--- src/hdl/drtp_pkg.sv ---
// Types, constants and tables of the dead-reckoning track predictor.
package drtp_pkg;

   localparam int MAX_STEPS    = 63;
   localparam int CORDIC_ITERS = 16;
   localparam int ITER_W       = $clog2(CORDIC_ITERS);

   localparam int STEP_W = 6;
   localparam int DT_W   = 16;

   // Configuration port.
   localparam int CSR_IDX_W  = 1;
   localparam int CSR_DATA_W = 16;
   localparam logic [CSR_IDX_W-1:0] CSR_STEP_TIME = 1'd0;
   localparam logic [CSR_IDX_W-1:0] CSR_NUM_STEPS = 1'd1;
   localparam logic [DT_W-1:0]   STEP_TIME_RESET = 16'd1000;
   localparam logic [STEP_W-1:0] NUM_STEPS_RESET = 6'd30;

   // CORDIC datapath: x and y in Q2.30 with headroom, z a 32-bit angle plus guard.
   localparam int CW = 34;
   localparam int ZW = 33;
   localparam logic signed [CW-1:0] CORDIC_GAIN = 34'sd652032874;

   // Rounding of the scaled product, then division by 1000 through a reciprocal
   // multiplication, which is exact for every 32-bit dividend.
   localparam logic [63:0] ROUND_HALF  = 64'd536870912000;
   localparam logic [31:0] RECIP_1000  = 32'd274877907;
   localparam int          RECIP_SHIFT = 38;

   typedef struct packed {
      logic signed [31:0] start_x;
      logic signed [31:0] start_y;
      logic [15:0]        heading;
      logic signed [15:0] speed;
   } drtp_req_type;

   typedef struct packed {
      logic signed [31:0] pos_x;
      logic signed [31:0] pos_y;
      logic [STEP_W-1:0]  step_index;
      logic               last;
   } drtp_rsp_type;

   typedef enum logic [2:0] {
      ST_IDLE,
      ST_ROTATE,
      ST_SCALE,
      ST_MULT,
      ST_ROUND,
      ST_DIVIDE,
      ST_EMIT
   } drtp_state_type;

   // Arctangent of 2^-i as a 32-bit binary angle.
   function automatic logic [31:0] atan_lookup(input logic [4:0] idx);
      logic [31:0] val;
      case (idx)
         5'd0:  val = 32'd536870912;
         5'd1:  val = 32'd316933406;
         5'd2:  val = 32'd167458907;
         5'd3:  val = 32'd85004756;
         5'd4:  val = 32'd42667331;
         5'd5:  val = 32'd21354465;
         5'd6:  val = 32'd10679838;
         5'd7:  val = 32'd5340245;
         5'd8:  val = 32'd2670163;
         5'd9:  val = 32'd1335087;
         5'd10: val = 32'd667544;
         5'd11: val = 32'd333772;
         5'd12: val = 32'd166886;
         5'd13: val = 32'd83443;
         5'd14: val = 32'd41722;
         5'd15: val = 32'd20861;
         5'd16: val = 32'd10430;
         5'd17: val = 32'd5215;
         5'd18: val = 32'd2608;
         5'd19: val = 32'd1304;
         5'd20: val = 32'd652;
         5'd21: val = 32'd326;
         5'd22: val = 32'd163;
         5'd23: val = 32'd81;
         default: val = 32'd0;
      endcase
      return val;
   endfunction

endpackage

--- src/hdl/dead_reckoning_track_predictor.sv ---
// Top level of the dead-reckoning track predictor: sequencer and shared datapath.
//
// Usage. A request beat on req_ (req_valid, req_stall, req_data) carries a start
// position, a course angle and a signed speed. The block answers with a run of
// response beats on rsp_ (rsp_valid, rsp_stall, rsp_data): the start point, then
// num_steps points each one step displacement further on, the final one flagged
// with last. Positions saturate at the signed 32-bit limits.
// Registers step_time_ms (index 0) and num_steps (index 1) are written through
// csr_wr_en, csr_index and csr_wdata; the user must write them only while the
// block is idle, which the block itself does not enforce.
// Timing. req_stall is high from the beat after a request is taken until the
// last point of its run has been loaded into the output register. The per-step
// displacement takes CORDIC_ITERS iterations of CORDIC rotation, then speed
// times step time, then for x and for y one multiply, one rounding step and one
// reciprocal multiply for the division by 1000. The points of a run follow at
// one beat per cycle while rsp_stall is low.
// Stalls. A point waits in the output register while rsp_stall is high and the
// run pauses; the next request may be taken while the last point still waits.
// Reset clears the sequencer and the output valid and restores 1000 ms, 30 steps.
module dead_reckoning_track_predictor
   import drtp_pkg::*;
(
   input  logic                  clock,
   input  logic                  reset,
   input  logic                  req_valid,
   output logic                  req_stall,
   input  drtp_req_type          req_data,
   output logic                  rsp_valid,
   input  logic                  rsp_stall,
   output drtp_rsp_type          rsp_data,
   input  logic                  csr_wr_en,
   input  logic [CSR_IDX_W-1:0]  csr_index,
   input  logic [CSR_DATA_W-1:0] csr_wdata
);

   drtp_state_type state_ff, state_in;

   logic [DT_W-1:0]   step_time_ff, step_time_in;
   logic [STEP_W-1:0] num_steps_ff, num_steps_in;

   logic [ITER_W-1:0]      iter_ff, iter_in;
   logic signed [CW-1:0]   cx_ff, cx_in;
   logic signed [CW-1:0]   cy_ff, cy_in;
   logic signed [ZW-1:0]   cz_ff, cz_in;
   logic                   flip_ff, flip_in;
   logic                   spd_neg_ff, spd_neg_in;
   logic [15:0]            spd_mag_ff, spd_mag_in;
   logic [31:0]            sd_mag_ff, sd_mag_in;
   logic [63:0]            prod_ff, prod_in;
   logic                   prod_neg_ff, prod_neg_in;
   logic                   sel_y_ff, sel_y_in;
   logic [31:0]            div_n_ff, div_n_in;
   logic signed [31:0]     dx_ff, dx_in;
   logic signed [31:0]     dy_ff, dy_in;
   logic signed [31:0]     acc_x_ff, acc_x_in;
   logic signed [31:0]     acc_y_ff, acc_y_in;
   logic [STEP_W-1:0]      step_ff, step_in;
   logic [STEP_W-1:0]      nsteps_ff, nsteps_in;
   logic                   rsp_valid_ff, rsp_valid_in;
   drtp_rsp_type           rsp_data_ff, rsp_data_in;

   // The one shared multiplier, used for speed times step time, for each trig product
   // and for the reciprocal of 1000.
   logic [31:0] mul_a, mul_b;
   logic [63:0] mul_p;

   // The CORDIC output in use: cos for x, then sin for y.
   logic signed [CW-1:0] trig;
   logic [CW-1:0]        trig_abs;

   assign mul_p    = mul_a * mul_b;
   assign trig     = sel_y_ff ? cy_ff : cx_ff;
   assign trig_abs = trig[CW-1] ? CW'(-trig) : CW'(trig);

   function automatic logic signed [31:0] sat_add(input logic signed [31:0] a,
                                                  input logic signed [31:0] b);
      logic signed [32:0] sum;
      sum = {a[31], a} + {b[31], b};
      if (sum[32] != sum[31]) begin
         return sum[32] ? 32'sh8000_0000 : 32'sh7FFF_FFFF;
      end
      return sum[31:0];
   endfunction

   // Operand selection for the shared multiplier, by sequencer state.
   always_comb begin
      mul_a = '0;
      mul_b = '0;
      case (state_ff)
         ST_SCALE: begin
            mul_a = {16'h0000, spd_mag_ff};
            mul_b = {16'h0000, step_time_ff};
         end
         ST_MULT: begin
            mul_a = sd_mag_ff;
            mul_b = trig_abs[31:0];
         end
         ST_DIVIDE: begin
            mul_a = div_n_ff;
            mul_b = RECIP_1000;
         end
         default: ;
      endcase
   end

   always_comb begin
      logic signed [CW-1:0] xs, ys;
      logic signed [ZW-1:0] atan;
      logic [31:0]          ang_w, ang_f;
      logic                 req_flip, out_load, is_last;
      logic [63:0]          rnd_sum;
      logic [31:0]          quot;
      logic signed [31:0]   disp;

      state_in     = state_ff;
      step_time_in = step_time_ff;
      num_steps_in = num_steps_ff;
      iter_in      = iter_ff;
      cx_in        = cx_ff;
      cy_in        = cy_ff;
      cz_in        = cz_ff;
      flip_in      = flip_ff;
      spd_neg_in   = spd_neg_ff;
      spd_mag_in   = spd_mag_ff;
      sd_mag_in    = sd_mag_ff;
      prod_in      = prod_ff;
      prod_neg_in  = prod_neg_ff;
      sel_y_in     = sel_y_ff;
      div_n_in     = div_n_ff;
      dx_in        = dx_ff;
      dy_in        = dy_ff;
      acc_x_in     = acc_x_ff;
      acc_y_in     = acc_y_ff;
      step_in      = step_ff;
      nsteps_in    = nsteps_ff;
      rsp_valid_in = rsp_valid_ff && rsp_stall;
      rsp_data_in  = rsp_data_ff;

      xs       = cx_ff >>> iter_ff;
      ys       = cy_ff >>> iter_ff;
      atan     = $signed({1'b0, atan_lookup(5'(iter_ff))});

      // Back half circle: turn by half a turn and negate the results later.
      ang_w    = {req_data.heading, 16'h0000};
      req_flip = req_data.heading[15] ^ req_data.heading[14];
      ang_f    = ang_w ^ {req_flip, 31'b0};

      out_load = !rsp_valid_ff || !rsp_stall;
      is_last  = (step_ff == nsteps_ff);

      rnd_sum = prod_ff + ROUND_HALF;
      quot    = 32'(mul_p >> RECIP_SHIFT);
      disp    = prod_neg_ff ? -$signed(quot) : $signed(quot);

      if (csr_wr_en) begin
         case (csr_index)
            CSR_STEP_TIME: step_time_in = csr_wdata[DT_W-1:0];
            CSR_NUM_STEPS: num_steps_in = csr_wdata[STEP_W-1:0];
            default: ;
         endcase
      end

      case (state_ff)
         ST_IDLE: begin
            if (req_valid) begin
               acc_x_in   = req_data.start_x;
               acc_y_in   = req_data.start_y;
               spd_neg_in = req_data.speed[15];
               spd_mag_in = req_data.speed[15] ? 16'(-req_data.speed) : req_data.speed;
               flip_in    = req_flip;
               cx_in      = CORDIC_GAIN;
               cy_in      = '0;
               cz_in      = {ang_f[31], ang_f};
               iter_in    = '0;
               step_in    = '0;
               nsteps_in  = (num_steps_ff > STEP_W'(MAX_STEPS)) ? STEP_W'(MAX_STEPS)
                                                                : num_steps_ff;
               sel_y_in   = 1'b0;
               state_in   = ST_ROTATE;
            end
         end
         ST_ROTATE: begin
            if (!cz_ff[ZW-1]) begin
               cx_in = cx_ff - ys;
               cy_in = cy_ff + xs;
               cz_in = cz_ff - atan;
            end else begin
               cx_in = cx_ff + ys;
               cy_in = cy_ff - xs;
               cz_in = cz_ff + atan;
            end
            iter_in = iter_ff + 1'b1;
            if (iter_ff == ITER_W'(CORDIC_ITERS - 1)) begin
               state_in = ST_SCALE;
            end
         end
         ST_SCALE: begin
            sd_mag_in = mul_p[31:0];
            state_in  = ST_MULT;
         end
         ST_MULT: begin
            prod_in     = mul_p;
            prod_neg_in = spd_neg_ff ^ trig[CW-1] ^ flip_ff;
            state_in    = ST_ROUND;
         end
         ST_ROUND: begin
            // Dividing by 1000 * 2^30 is a shift by 30 and then a division by 1000;
            // the shifted sum always fits in 32 bits.
            div_n_in = rnd_sum[61:30];
            state_in = ST_DIVIDE;
         end
         ST_DIVIDE: begin
            if (sel_y_ff) begin
               dy_in    = disp;
               state_in = ST_EMIT;
            end else begin
               dx_in    = disp;
               sel_y_in = 1'b1;
               state_in = ST_MULT;
            end
         end
         ST_EMIT: begin
            if (out_load) begin
               rsp_valid_in           = 1'b1;
               rsp_data_in.pos_x      = acc_x_ff;
               rsp_data_in.pos_y      = acc_y_ff;
               rsp_data_in.step_index = step_ff;
               rsp_data_in.last       = is_last;
               if (is_last) begin
                  state_in = ST_IDLE;
               end else begin
                  acc_x_in = sat_add(acc_x_ff, dx_ff);
                  acc_y_in = sat_add(acc_y_ff, dy_ff);
                  step_in  = step_ff + 1'b1;
               end
            end
         end
         default: state_in = ST_IDLE;
      endcase
   end

   always_ff @(posedge clock) begin
      if (reset) begin
         state_ff     <= ST_IDLE;
         step_time_ff <= STEP_TIME_RESET;
         num_steps_ff <= NUM_STEPS_RESET;
         rsp_valid_ff <= 1'b0;
      end else begin
         state_ff     <= state_in;
         step_time_ff <= step_time_in;
         num_steps_ff <= num_steps_in;
         rsp_valid_ff <= rsp_valid_in;
      end
   end

   always_ff @(posedge clock) begin
      iter_ff     <= iter_in;
      cx_ff       <= cx_in;
      cy_ff       <= cy_in;
      cz_ff       <= cz_in;
      flip_ff     <= flip_in;
      spd_neg_ff  <= spd_neg_in;
      spd_mag_ff  <= spd_mag_in;
      sd_mag_ff   <= sd_mag_in;
      prod_ff     <= prod_in;
      prod_neg_ff <= prod_neg_in;
      sel_y_ff    <= sel_y_in;
      div_n_ff    <= div_n_in;
      dx_ff       <= dx_in;
      dy_ff       <= dy_in;
      acc_x_ff    <= acc_x_in;
      acc_y_ff    <= acc_y_in;
      step_ff     <= step_in;
      nsteps_ff   <= nsteps_in;
      rsp_data_ff <= rsp_data_in;
   end

   assign req_stall = (state_ff != ST_IDLE);
   assign rsp_valid = rsp_valid_ff;
   assign rsp_data  = rsp_data_ff;

endmodule

--- config.mk ---
export PLATFORM = sky130hd
export DESIGN_NAME = dead_reckoning_track_predictor
export DESIGN_NICKNAME = d
export VERILOG_FILES = /design/src/hdl/drtp_pkg.sv /design/src/hdl/dead_reckoning_track_predictor.sv
export SDC_FILE = /design/constraint.sdc
export NUM_CORES = 2
export LEC_CHECK = 0
export BUFFER_PORTS_ARGS = -buffer_cell sky130_fd_sc_hd__buf_2
export CORE_ASPECT_RATIO = 0.7
export CORE_UTILIZATION = 59
export CTS_CLUSTER_DIAMETER = 200
export DETAILED_ROUTE_END_ITERATION = 8
export PLACE_DENSITY = 0.78
export SKIP_CTS_REPAIR_TIMING = 1
export SLEW_MARGIN = 0
export SYNTH_ARGS = -nofsm -noshare
export SYNTH_HDL_FRONTEND = slang
export SYNTH_SLANG_ARGS = --single-unit
--- constraint.sdc ---
create_clock -name clock -period 12.5 [get_ports clock]
set_input_delay 2.5 -clock clock [delete_from_list [all_inputs] [get_ports clock]]
set_output_delay 2.5 -clock clock [all_outputs]
set_load 0.03 [all_outputs]
==> run summary <==
The run finished with clean final reports. At the end of routability-driven placement, the weighted congestion stood at 1.07. The initial utilization of the core area, before any placement, comes to roughly 60%. The die footprint is ~0.11 mm2. The worst-case clock skew is 0.0448 ns.

After floorplanning, the core was divided into 101 placement rows. The ratio of final minimum period to clock period came out at 96.9%. Setup violations remaining at the end of the flow were counted as 0.

For this design the static power due to leakage is 31.6 nW. The die is 280 um tall. The initial antenna violation count came out at 7. The via count of the first global-routing pass came out at about 53000. No sink is reached through more buffers than the 3 on the longest clock path. The floorplan step set the die width to around 400 um. The element type at the critical path start is a flip-flop. The count of buffers from port buffering came out at 190. The count of pins over their slew limit was 0. From synthesis to final layout, the design area changed by 7.45%. The number of nets with antenna violations after detailed routing came out at 0.

The number of distinct standard cells referenced by the synthesized netlist is slightly below 100. The count of boundary I/O pins came out at about 190. The sort of element at the end of the critical path is a flip-flop.

The cell occurring most often along the worst timing path is sky130_fd_sc_hd__fa_1. The routed via count divided by cell count is approximately 6.3. For this design, the slowest cell found on the critical path is sky130_fd_sc_hd__a311oi_1. The wire length of the first global-routing pass is ~330000 um. The power density normalized to cell area is approximately 120 mW/mm2. The number of maximum-capacitance violations is 0. The slack of the worst reg-to-reg path came out at around 0.38 ns. The critical path is of the flip-flop to flip-flop type. The total overflow reported by the global router is 0. After synthesis the cells add up to approximately 0.065 mm2.

The portion of the post-synthesis area used by sequential elements came out at between 20% and 30%. The largest net degree at the start of global routing is 83. The worst supply voltage drop on vdd is between 100 and 150 uV. Setup total negative slack on the finished layout was measured at 0 ns. The placeable core area is between 0.1 and 0.15 mm2. Data on the critical path arrives at its endpoint at 12.46 ns. Wires add up to about 220000 um. The gate count of the mapped netlist came out at roughly 7000. The type of the tightest min-delay check is flip-flop to flip-flop. Cells with a size suffix above 1 make up under 10% of the layout. Measured against its own limit, the worst slew margin works out to a little over a fifth.

The CTS sink count came out at around 490. The hold violation total from the final report is 0. The average size of a mapped cell is 9.29 um2. The slew of the pin with the lowest slew margin came out at about 1.2 ns. Setup repair after global routing left no endpoint under its margin. The initial detailed-routing violation count is 6967.

The half-perimeter wire length after detailed placement came out at 171000 um. Counting tap cells, the placed design contains a total of 8517 instances. On the final layout, the worst hold slack is ~0.43 ns.

Buffers inserted during clock tree synthesis total 49. The insertion delay to the later sink of the worst-skew pair is between 0.6 and 0.7 ns. Of all flip-flops after synthesis, the portion carrying an async set or reset was 0%. The routed layout has 54200 vias. The worst hold path passes through 0 cells. The utilization after layout is 64.4%.

TritonCTS built the clock tree. The number of cells on the worst reg-to-reg path is 35. The number of enable flip-flop cells after synthesis came out at between 400 and 500.

The post-route non-filler standard cell count came out at 8613. The count of warnings emitted by yosys came out at 0. The final layout net count came out at around 8600. In the global route stage, overall resource usage came out at approximately 39%. In this run the clock root is driven by a sky130_fd_sc_hd__clkbuf_16. The critical path's largest stage delay is about 0.99 ns. The critical-path maximum fanout came out at 35. The number of synthesized register bits came out at between 400 and 500.

The post-route DRC violation count is 0. The number of H-tree branching levels is 2. The most used flip-flop cell after synthesis is sky130_fd_sc_hd__edfxtp_1.

Subtracting the final worst setup slack from the clock period gives roughly 12 ns. The required time at the endpoint of the critical path is between 10 and 15 ns. Clock-pin slew was measured on the worst setup and hold paths at roughly 0.070 ns. In the final routed layout, each cell accounts on average for about 25 um.

The post-synth net total came out at 8492. The total power consumption of the routed design is 8.43 mW. The number of optimization iterations in the first detailed-route pass is 7.

The maximum frequency from static timing analysis came out at just over 80 MHz.
## cell families (layout without fill, tap and decap cells)
kind of cell | Yosys count | in the layout | synth area share (%)
buffers and inverters | 1309 | 1445 | 7.58
muxes | 169 | 169 | 3.99
xor gates and xnor gates | 377 | 377 | 5.08
DFF | 488 | 488 | 21.6
adders and majority gates | 1355 | 1355 | 36.3
AOI/OAI and AO/OA | 1120 | 1120 | 11.0
other | 0 | 3 | 0
and+or+nand+nor | 2214 | 2214 | 14.5
## cell usage after synthesis, types with 37 or more instances
cell	instances	area, um2
sky130_fd_sc_hd__xnor2_1	216	1890
sky130_fd_sc_hd__dfxtp_1	56	1120
sky130_fd_sc_hd__and3_1	52	325
sky130_fd_sc_hd__a22oi_1	44	330
sky130_fd_sc_hd__inv_1	966	3630
sky130_fd_sc_hd__edfxtp_1	432	13000
sky130_fd_sc_hd__nand3_1	72	360
sky130_fd_sc_hd__nand4_1	37	231
sky130_fd_sc_hd__a31oi_1	44	275
sky130_fd_sc_hd__o31ai_1	47	353
sky130_fd_sc_hd__mux2i_1	70	701
sky130_fd_sc_hd__a21o_1	110	826
sky130_fd_sc_hd__a22o_1	57	499
sky130_fd_sc_hd__and2_1	46	288
sky130_fd_sc_hd__o21ai_0	232	1160
sky130_fd_sc_hd__a21oi_1	318	1590
sky130_fd_sc_hd__nand2b_1	63	394
sky130_fd_sc_hd__clkbuf_1	294	1100
sky130_fd_sc_hd__ha_1	441	5520
sky130_fd_sc_hd__nor2_1	846	3180
sky130_fd_sc_hd__nand2_1	858	3220
sky130_fd_sc_hd__nor2b_1	39	244
sky130_fd_sc_hd__fa_1	901	18000
sky130_fd_sc_hd__o21a_1	40	300
sky130_fd_sc_hd__mux4_2	70	1580
sky130_fd_sc_hd__xor2_1	160	1400
sky130_fd_sc_hd__nor3_1	87	435
## per-layer routing
layer / up-vias / part of all wire (%) / track usage [%]
met5: - / 0.028 / 0
met4: 10 / 3.6 / 11.2
met3: 489 / 17 / 17.5
met1: 26600 / 40 / 56.5
met2: 3789 / 39 / 52.5
li1: 23300 / - / -
## stage by stage
step           worst slack (ns)  cell area, um2
2_1_floorplan             0.310           65300
3_3_place_gp              0.435           68400
3_5_place_dp              0.214           68400
4_1_cts                  0.0506           70100
5_1_grt                 0.00836           70200
6_report                  0.381           70200
## placed cells by master (no fill, tap or decap), types with 71 or more instances in the layout
cell,n
sky130_fd_sc_hd__a21oi_1,317
sky130_fd_sc_hd__nand2_1,856
sky130_fd_sc_hd__edfxtp_1,432
sky130_fd_sc_hd__nor2_1,836
sky130_fd_sc_hd__nand3_1,71
sky130_fd_sc_hd__inv_1,963
sky130_fd_sc_hd__o21ai_0,231
sky130_fd_sc_hd__nor3_1,86
sky130_fd_sc_hd__xor2_1,160
sky130_fd_sc_hd__buf_2,190
sky130_fd_sc_hd__ha_1,441
sky130_fd_sc_hd__a21o_1,110
sky130_fd_sc_hd__buf_4,190
sky130_fd_sc_hd__fa_1,901
sky130_fd_sc_hd__xnor2_1,216
## registers in the layout, indices dropped and copies added (netlist names), 3 cells and up, named ones only
signal        cells
rsp_data         71
cx_ff            34
cy_ff            34
cz_ff            33
acc_x_ff         32
acc_y_ff         32
div_n_ff         32
dx_ff            32
dy_ff            32
prod_ff          32
sd_mag_ff        32
spd_mag_ff       16
step_time_ff     16
nsteps_ff         6
num_steps_ff      6
step_ff           6
iter_ff           4
state_ff          3
## worst paths after layout
check	startpoint	to
max	sel_y_ff	dx_ff[12]
min	prod_ff[30]	div_n_ff[0]
max reg2reg	sel_y_ff	dx_ff[12]
min reg2reg	prod_ff[30]	div_n_ff[0]
## cell type report
type                    count  area [um2]
multi-input cells        5235       46400
clock buffers              65        1390
flip-flops and latches    488       14100
well taps                1442        1800
clock inverters            25         295
fillers                  8948       38900
diodes                      3        7.51
inverters                 966        3630
repair buffers            389        2540
## power breakdown
part / leakage, nW / total [mW] / switching (mW) / internal, mW
sequential: 4.37 / 2.39 / 0.334 / 2.06
clock: 0.832 / 1.59 / 0.691 / 0.895
combinational: 26.4 / 4.46 / 2.59 / 1.86
total: 31.6 / 8.43 / 3.62 / 4.82
## worst max-delay path, delay by kind of cell (launching register included)
family          cells  cell delay (ns)
flops               1             0.47
compound gates      9             2.74
xor+xnor            2             0.62
fa+ha+maj           9             4.85
simple gates        6             0.94
mux                 1             0.52
buf+inv             8             1.64
No activity file was read; power rests on OpenSTA's default activity.
